### config.mk
export PLATFORM = sky130hd
export DESIGN_NAME = sorted_priority_insert_queue_top
export DESIGN_NICKNAME = d
export VERILOG_FILES = /design/src/hdl/spiq_pkg.sv /design/src/hdl/spiq_cell.sv /design/src/hdl/sorted_priority_insert_queue_top.sv
export SDC_FILE = /design/constraint.sdc
export NUM_CORES = 1
export LEC_CHECK = 0
export BUFFER_PORTS_ARGS = -buffer_cell sky130_fd_sc_hd__buf_2
export CORE_MARGIN = 3
export CORE_UTILIZATION = 57
export CTS_CLUSTER_DIAMETER = 200
export CTS_CLUSTER_SIZE = 12
export DETAILED_ROUTE_END_ITERATION = 8
export GPL_TIMING_DRIVEN = 0
export PLACE_DENSITY = 0.85
export RECOVER_POWER = 100
export SYNTH_ARGS = -nofsm -noshare
export SYNTH_HDL_FRONTEND = slang
export SYNTH_HIERARCHICAL = 1
export SYNTH_SLANG_ARGS = --single-unit
### constraint.sdc
create_clock -name clk_i -period 3.65 [get_ports clk_i]
set_input_delay 0.5475 -clock clk_i [delete_from_list [all_inputs] [get_ports clk_i]]
set_output_delay 0.5475 -clock clk_i [all_outputs]
set_load 0.01 [all_outputs]
### src/hdl/spiq_pkg.sv
// ----------------------------------------------------------------------------
// spiq_pkg
// Types and codes shared by the sorted priority insert queue modules.
// ----------------------------------------------------------------------------
package spiq_pkg;

  localparam logic       MODE_INSERT = 1'b0;
  localparam logic       MODE_LIST   = 1'b1;

  localparam logic [1:0] KIND_INSERTED   = 2'd0;
  localparam logic [1:0] KIND_REJECTED   = 2'd1;
  localparam logic [1:0] KIND_LIST_ENTRY = 2'd2;
  localparam logic [1:0] KIND_LIST_EMPTY = 2'd3;

  localparam logic [7:0] ADULT_AGE_RESET = 8'd18;

  typedef struct packed {
    logic       mode;
    logic       is_female;
    logic       is_wealthy;
    logic [7:0] age;
    logic [7:0] tag;
  } in_item_t;

  typedef struct packed {
    logic [1:0] result_kind;
    logic [7:0] entry_tag;
    logic [2:0] entry_priority;
    logic       last;
  } out_item_t;

  typedef struct packed {
    logic [7:0] tag;
    logic [2:0] prio;
  } slot_t;

  typedef struct packed {
    logic  insert;
    logic  rotate;
    slot_t item;
  } cell_ctrl_t;

endpackage

### src/hdl/spiq_cell.sv
// ----------------------------------------------------------------------------
// spiq_cell
// One queue slot: holds, takes the new entry, shifts from the slot ahead on
// insert, or takes the slot behind during a list rotation.
// ----------------------------------------------------------------------------
module spiq_cell (
  input  logic               clk_i,
  input  spiq_pkg::cell_ctrl_t ctrl_i,
  input  logic               occ_i,
  input  logic               prev_keep_i,
  input  spiq_pkg::slot_t    prev_i,
  input  spiq_pkg::slot_t    next_i,
  output logic               keep_o,
  output spiq_pkg::slot_t    slot_o
);

  spiq_pkg::slot_t slot_q, slot_d;

  assign keep_o = occ_i && (slot_q.prio > ctrl_i.item.prio);
  assign slot_o = slot_q;

  always_comb begin
    slot_d = slot_q;
    if (ctrl_i.rotate) begin
      slot_d = next_i;
    end else if (ctrl_i.insert && !keep_o) begin
      slot_d = prev_keep_i ? ctrl_i.item : prev_i;
    end
  end

  always_ff @(posedge clk_i) begin
    slot_q <= slot_d;
  end

endmodule

### src/hdl/sorted_priority_insert_queue_top.sv
// ----------------------------------------------------------------------------
// sorted_priority_insert_queue_top
// Bounded queue kept in descending priority order in a chain of slot cells.
// ----------------------------------------------------------------------------
// On an insert every cell compares its priority with the new one at once and
// the chain shifts by one place behind the insertion point, so inserts and
// rejects can be accepted back to back while the output is not stalled. A
// list request rotates the chain one place per cycle unless a pending entry
// waits on a stalled output; the head cell feeds the output while occupied
// entries remain, and the rotation finishes the full circle to restore the
// order; no input is accepted meanwhile. A list of an empty queue gives a list-empty result.
module sorted_priority_insert_queue_top #(
  parameter int DEPTH = 16
) (
  input  logic                 clk_i,
  input  logic                 rst_ni,
  input  logic                 cfg_we_i,
  input  logic [7:0]           cfg_wdata_i,
  input  logic                 in_valid_i,
  output logic                 in_ready_o,
  input  spiq_pkg::in_item_t   in_data_i,
  output logic                 out_valid_o,
  input  logic                 out_ready_i,
  output spiq_pkg::out_item_t  out_data_o
);

  localparam int CntW = $clog2(DEPTH + 1);
  localparam int IdxW = $clog2(DEPTH);

  localparam logic ST_IDLE = 1'b0;
  localparam logic ST_LIST = 1'b1;

  logic                state_q, state_d;
  logic [CntW-1:0]     count_q, count_d;
  logic [IdxW-1:0]     idx_q, idx_d;
  logic [7:0]          adult_age_q;
  logic                out_valid_q, out_valid_d;
  spiq_pkg::out_item_t out_q, out_d;

  logic                out_free, in_fire, full, ins, step, pending, emit;
  logic [CntW-1:0]     idx_ext;
  logic [2:0]          new_prio;
  spiq_pkg::cell_ctrl_t ctrl;
  spiq_pkg::slot_t     slot [DEPTH];
  logic                keep [DEPTH];

  assign out_free   = !out_valid_q || out_ready_i;
  assign in_ready_o = (state_q == ST_IDLE) && out_free;
  assign in_fire    = in_valid_i && in_ready_o;
  assign full       = (count_q == CntW'(DEPTH));
  assign new_prio   = {2'b00, in_data_i.is_wealthy}
                    + ((in_data_i.age < adult_age_q) ? 3'd2 : 3'd0)
                    + {2'b00, in_data_i.is_female};
  assign ins        = in_fire && (in_data_i.mode == spiq_pkg::MODE_INSERT) && !full;

  assign idx_ext = CntW'(idx_q);
  assign pending = idx_ext < count_q;
  assign step    = (state_q == ST_LIST) && (!pending || out_free);
  assign emit    = step && pending;

  assign ctrl.insert    = ins;
  assign ctrl.rotate    = step;
  assign ctrl.item.tag  = in_data_i.tag;
  assign ctrl.item.prio = new_prio;

  for (genvar i = 0; i < DEPTH; i++) begin : g_cell
    spiq_cell u_cell (
      .clk_i       (clk_i),
      .ctrl_i      (ctrl),
      .occ_i       (CntW'(i) < count_q),
      .prev_keep_i ((i == 0) ? 1'b1 : keep[(i + DEPTH - 1) % DEPTH]),
      .prev_i      (slot[(i + DEPTH - 1) % DEPTH]),
      .next_i      (slot[(i + 1) % DEPTH]),
      .keep_o      (keep[i]),
      .slot_o      (slot[i])
    );
  end

  always_comb begin
    state_d     = state_q;
    count_d     = count_q;
    idx_d       = idx_q;
    out_valid_d = out_valid_q;
    out_d       = out_q;
    if (out_ready_i) begin
      out_valid_d = 1'b0;
    end
    if (in_fire) begin
      out_valid_d         = 1'b1;
      out_d.last          = 1'b1;
      out_d.entry_tag     = in_data_i.tag;
      out_d.entry_priority = new_prio;
      if (in_data_i.mode == spiq_pkg::MODE_INSERT) begin
        out_d.result_kind = full ? spiq_pkg::KIND_REJECTED : spiq_pkg::KIND_INSERTED;
        if (!full) begin
          count_d = count_q + CntW'(1);
        end
      end else if (count_q == '0) begin
        out_d.result_kind    = spiq_pkg::KIND_LIST_EMPTY;
        out_d.entry_tag      = 8'd0;
        out_d.entry_priority = 3'd0;
      end else begin
        out_valid_d = out_valid_q && !out_ready_i;
        state_d     = ST_LIST;
        idx_d       = '0;
      end
    end
    if (emit) begin
      out_valid_d          = 1'b1;
      out_d.result_kind    = spiq_pkg::KIND_LIST_ENTRY;
      out_d.entry_tag      = slot[0].tag;
      out_d.entry_priority = slot[0].prio;
      out_d.last           = (idx_ext == count_q - CntW'(1));
    end
    if (step) begin
      if (idx_q == IdxW'(DEPTH - 1)) begin
        state_d = ST_IDLE;
        idx_d   = '0;
      end else begin
        idx_d = idx_q + IdxW'(1);
      end
    end
  end

  always_ff @(posedge clk_i or negedge rst_ni) begin
    if (!rst_ni) begin
      state_q     <= ST_IDLE;
      count_q     <= '0;
      idx_q       <= '0;
      adult_age_q <= spiq_pkg::ADULT_AGE_RESET;
      out_valid_q <= 1'b0;
    end else begin
      state_q     <= state_d;
      count_q     <= count_d;
      idx_q       <= idx_d;
      out_valid_q <= out_valid_d;
      if (cfg_we_i) begin
        adult_age_q <= cfg_wdata_i;
      end
    end
  end

  always_ff @(posedge clk_i) begin
    out_q <= out_d;
  end

  assign out_valid_o = out_valid_q;
  assign out_data_o  = out_q;

endmodule

==> impl_metrics.tcl, run 1 <==
set metrics [dict create \
    status "completed" \
    cts_buffers 21 \
    cp_slowest_cell "dfstp_2" \
    area_growth_pct 15.1 \
    wire_per_inst_um 21.9 \
    coreArea_sq_mm 0.0213 \
    utilization 0.674 \
    drtPass1Iterations 6 \
    io_buffer_count 47 \
    cts.sinks 209 \
    final_nets 1379 \
    design_area_sq_mm 0.0144 \
    worst_hold_slack_ns 0.262 \
    rr_worst_depth 16 \
    hp-class "input pin to flip-flop" \
    drive_gt1_frac 0.155 \
    fmax_mhz 280 \
    grtUsageTotal 0.267 \
    synth_area_per_cell_sq_um 10.5 \
    grt_pass1_vias 9442 \
    io_pins 48 \
    die_y_um 154 \
    rsz0062_at_grt "true" \
    ctsLongestPathBuffers 3 \
    hold_depth 3 \
    crit_path_start "adult_age_q[4]" \
    clk-insertion-delay-late_ns 0.50 \
    finalSetupViolCount 0 \
    clk_pin_slew_ns 0.06 \
    via_per_inst 6.35 \
    worstSetupPathType "flip-flop to flip-flop" \
    rows 53 \
    start_kind "flip-flop" \
    fin_crit_ns 3.57 \
    path_buf_inv 4 \
    cts_root_buffer "clkbuf_16" \
    nFillCells 1493 \
    htreeDepth 1 \
    finalCritPeriodShare 0.979 \
    die_x_um 154 \
    worst_ep_arrival_time_ns 3.80 \
    synth_area_sq_mm 0.0125 \
    path_cells "inv_1 > ha_1 > a21o_1 > a21oi_1 > o21ai_1 > a31oi_2 > ha_4 > buf_12 > inv_1 > ha_1 > nand2_1 > o21ai_2 > and3_4 > buf_12 > mux2i_4 > o21ai_1" \
    multi_input_area_sq_mm 0.00604 \
    grt_antenna_before_repair 0 \
    drc 0 \
    maxSlewViolCount 0 \
    r2r-start "adult_age_q[4]" \
    regArea_sq_mm 0.00616 \
    yosys_warnings 6 \
    drtIter0Drc 1130 \
    grt.overflow.total 0 \
    dpl_cell_area_sq_mm 0.0132 \
    drv_cap 0 \
    fin_setup_tns_ns 0 \
    cpPeakStageDelay_ns 0.51 \
    worst-path-stages 16 \
    initial_core_util 0.586 \
    place_hpwl_mm 22.0 \
    grt_start_max_net_pins 97 \
    place_congestion 0.940 \
    rrSetupSlack_ns 0.08 \
    cpLargestDelayFamily "compound AO/OA/AOI/OAI gates" \
    hold_viol 0 \
    die_area_sq_mm 0.0237 \
    n_antenna_cell 0 \
    drt-total-wl_mm 34.3 \
    fin_skew_ns 0.0195 \
    r2r_end "g_cell[10].u_cell/slot_o[6]" \
    critPathCaptureType "flip-flop" \
    endpoint "g_cell[10].u_cell/slot_o[6]" \
    tightest_slew_ns 1.46 \
    vias 9928 \
    ant_nets 0 \
    slew_headroom 0.0256 \
    critPathRequiredTime_ns 3.88 \
    crit_fanout 10 \
    syn_inst 1192 \
    grt_pass1_wl_mm 50.7 \
    tritoncts "done" \
]
==> area by class of cell <==
type | count | share of cell area
Multi-Input combinational cell | 837 | 0.421
Buffer | 55 | 0.0289
Inverter | 92 | 0.0241
Clock inverter | 1 | 0.000610
Timing Repair Buffer | 65 | 0.0333
Tap cell | 275 | 0.0240
Clock buffer | 29 | 0.0387
Sequential cell | 209 | 0.429
==> cell usage in the layout (no fill, tap or decap), types with 7 or more instances in the layout <==
master,instances
nand2_1,218
edfxtp_1,188
mux2i_1,166
o21ai_1,155
inv_1,92
ha_1,62
o21ai_0,48
buf_2,45
clkbuf_1,32
nor2_1,25
clkbuf_16,23
a21oi_1,21
nand3_1,21
dfrtp_1,17
mux2i_2,16
and3_4,15
clkbuf_2,15
buf_6,13
o21ai_2,13
a41oi_2,11
xnor2_1,8
buf_4,7
buf_12,7
==> through the flow <==
step | setup slack, ns | instances
6_report | 0.0778 | 1563
5_1_grt | -0.112 | 1563
4_1_cts | 0.0206 | 1555
3_5_place_dp | -0.594 | 1516
3_3_place_gp | -0.947 | 1515
2_1_floorplan | 0.00455 | 1193
==> registers in the layout, summed over array words and instances, names as in the netlist <==
| signal | count |
|---|---|
| g_cell.u_cell/slot_o | 176 |
| state_q | 1 |
| out_valid_o | 1 |
| count_q | 5 |
| adult_age_q | 8 |
| out_data_o | 14 |
| idx_q | 4 |
==> worst min path at each step <==
stage | from | to | slack (ns)
3_3_place_gp | out_data_o[12] | out_data_o[12] | 0.49
5_1_grt | cfg_wdata_i[3] | adult_age_q[3] | 0.26
2_1_floorplan | rst_ni | adult_age_q[0] | 0.25
3_5_place_dp | out_data_o[12] | out_data_o[12] | 0.48
4_1_cts | cfg_wdata_i[3] | adult_age_q[3] | 0.25
6_report | cfg_wdata_i[3] | adult_age_q[3] | 0.26
==> per-layer routing <==
layer,routed length [um],part of all wire,global-route usage
met5,0,0,0
met2,16000,0.47,0.425
met3,3510,0.10,0.0360
met1,13500,0.39,0.382
met4,1240,0.036,0.0896
==> worst register-to-register path: cells and delay by family (launching register included) <==
kind / cells / cell delay [ns]
compound gates: 6 / 0.92
mux: 1 / 0.27
flops: 1 / 0.51
fa+ha+maj: 3 / 0.87
simple gates: 2 / 0.32
buf+inv: 4 / 0.43
==> timing repair <==
| item | 4_1_cts | 5_1_grt |
|---|---|---|
| gates resized for setup | 4 | 91 |
| hold buffers | 1 | 0 |
| setup buffers | 8 | 4 |
| endpoints found under the hold margin | 17 | 0 |
| pin swaps | 2 | 11 |
| cloned | 0 | 5 |
| setup endpoints to repair | 341 | 273 |
Power of run 1 is not shown: default switching activity piles up to over one toggle a cycle in this logic, so the estimate is an artifact.
==> inputs of run 2 (changes only) <==
Settings changed: CAP_MARGIN set to 10, CORE_UTILIZATION 57 to 40, PLACE_DENSITY 0.85 to 0.64.
Clock period 3.65 ns to 4.2 ns, I/O delays scaled along.
==> impl_metrics.tcl, run 2 (synthesis gave the netlist of run 1 again) <==
set metrics [dict create \
    place_hpwl_mm 23.3 \
    path_cells "inv_1 > ha_1 > a21o_1 > a21oi_1 > o21ai_0 > a31oi_1 > ha_4 > inv_1 > ha_1 > nand2_1 > o21ai_0 > and3_1 > buf_6 > mux2i_1 > o21ai_0" \
    n_antenna_cell 0 \
    crit_fanout 33 \
    grt_antenna_before_repair 0 \
    hp-class "input pin to asynchronous set/reset pin" \
    crit_path_start "adult_age_q[4]" \
    die_x_um 183 \
    dpl_cell_area_sq_mm 0.0133 \
    maxSlewViolCount 0 \
    grt_start_max_net_pins 86 \
    grt_pass1_wl_mm 51.4 \
    critPathCaptureType "flip-flop" \
    clk-insertion-delay-late_ns 0.51 \
    endpoint "g_cell[7].u_cell/slot_o[5]" \
    fin_skew_ns 0.0146 \
    tritoncts "done" \
    grt.overflow.total 0 \
    rrSetupSlack_ns 0.28 \
    fin_setup_tns_ns 0 \
    fin_crit_ns 3.92 \
    path_buf_inv 3 \
    rr_worst_depth 15 \
    drtPass1Iterations 5 \
    area_growth_pct 11.7 \
    finalSetupViolCount 0 \
    io_buffer_count 47 \
    wire_per_inst_um 19.5 \
    drive_gt1_frac 0.104 \
    io_pins 48 \
    worst-path-stages 15 \
    grt_pass1_vias 9135 \
    cts_buffers 21 \
    cpPeakStageDelay_ns 0.52 \
    tightest_slew_ns 1.07 \
    largest_register_ff_count 176 \
    final_cell_mix "nand2_1, o21ai_0, edfxtp_1" \
    fmax_mhz 255 \
    final_nets 1365 \
    worstSetupPathType "flip-flop to flip-flop" \
    coreArea_sq_mm 0.0307 \
    via_per_inst 5.50 \
    r2r_end "g_cell[7].u_cell/slot_o[5]" \
    die_y_um 183 \
    die_area_sq_mm 0.0333 \
    rows 64 \
    cts_setup_buffers 0 \
    clk_pin_slew_ns 0.06 \
    cts_root_buffer "clkbuf_16" \
    cpLargestDelayFamily "adder cells" \
    cp_slowest_cell "ha_4" \
    drtIter0Drc 691 \
    design_area_sq_mm 0.0139 \
    nFillCells 2906 \
    status "completed" \
    place_congestion 0.819 \
    r2r-start "adult_age_q[4]" \
    layout_commonest_cell "nand2_1" \
    initial_core_util 0.407 \
    drc 0 \
    hold_buffers 0 \
    critPathRequiredTime_ns 4.45 \
    htreeDepth 1 \
    vias 9183 \
    crit_top_cell "o21ai_0" \
    finalCritPeriodShare 0.933 \
    start_kind "flip-flop" \
    worst_ep_arrival_time_ns 4.17 \
    hold_viol 0 \
    slew_headroom 0.285 \
    grtUsageTotal 0.194 \
    cts.sinks 209 \
    drt-total-wl_mm 32.5 \
    ctsLongestPathBuffers 3 \
    rsz0062_at_grt "false" \
    drv_cap 0 \
    ant_nets 0 \
]
==> run 2: cell count changes in the layout (fill, tap and decap cells not counted), moves of 7 or more <==
cell,change
buf_12,-7
o21ai_1,-136
and3_1,+15
mux2i_1,+21
o21ai_2,-13
and3_4,-15
o21ai_0,+149
mux2i_2,-16
==> run 2: per-layer routing <==
metal  share of wire  global-route usage  vias to the layer above
li1                -                   -                     4417
met1            0.47               0.288                     4428
met2            0.44               0.300                      289
met3           0.059              0.0237                       49
met4           0.026              0.0512                        0
met5               0                   0                        -
==> run 2: area by class of cell <==
class | instances | area [sq um] | share of cell area
Buffer | 56 | 388 | 0.0278
Clock buffer | 28 | 552 | 0.0396
Clock inverter | 2 | 17.5 | 0.00126
Inverter | 92 | 345 | 0.0248
Multi-Input combinational cell | 836 | 5690 | 0.408
Sequential cell | 209 | 6160 | 0.442
Tap cell | 396 | 495 | 0.0356
Timing Repair Buffer | 51 | 288 | 0.0207
==> run 2: per-stage QoR <==
| stage | utilization | instances | setup slack [ns] | hold slack, ns |
|---|---|---|---|---|
| after floorplan | - | 1193 | 0.300 | 0.334 |
| after global placement | 0.431 | 1636 | -1.50 | 0.496 |
| after detailed placement | 0.434 | 1640 | -0.450 | 0.497 |
| after CTS | 0.456 | 1670 | 0.0534 | 0.0600 |
| after global routing | 0.454 | 1670 | 0.0154 | 0.340 |
| final | 0.454 | 1670 | 0.280 | 0.304 |
==> run 2: how the worst min path moves through the flow <==
stage | startpoint | end | slack (ns) | cells past startpoint
global route | cfg_wdata_i[1] | adult_age_q[1] | 0.34 | 3
floorplan | rst_ni | adult_age_q[0] | 0.33 | 0
CTS | rst_ni | adult_age_q[5] | 0.06 | 1
finish | rst_ni | count_q[0] | 0.30 | 1
detailed placement | out_data_o[12] | out_data_o[12] | 0.50 | 2
global placement | adult_age_q[0] | adult_age_q[0] | 0.50 | 1
==> run 2: worst register-to-register path: stages (launching register included) <==
cell	delay, ns
dfstp_2	0.51
inv_1	0.05
ha_1	0.29
a21o_1	0.18
a21oi_1	0.13
o21ai_0	0.10
a31oi_1	0.28
ha_4	0.52
inv_1	0.13
ha_1	0.33
nand2_1	0.05
o21ai_0	0.28
and3_1	0.27
buf_6	0.19
mux2i_1	0.27
o21ai_0	0.10
==> run 2: repair_timing <==
item,CTS,global route
endpoints found under the setup margin,165,291
gates resized for setup,15,1
endpoints found under the hold margin,0,0
Power of run 2 is left out for the same reason.
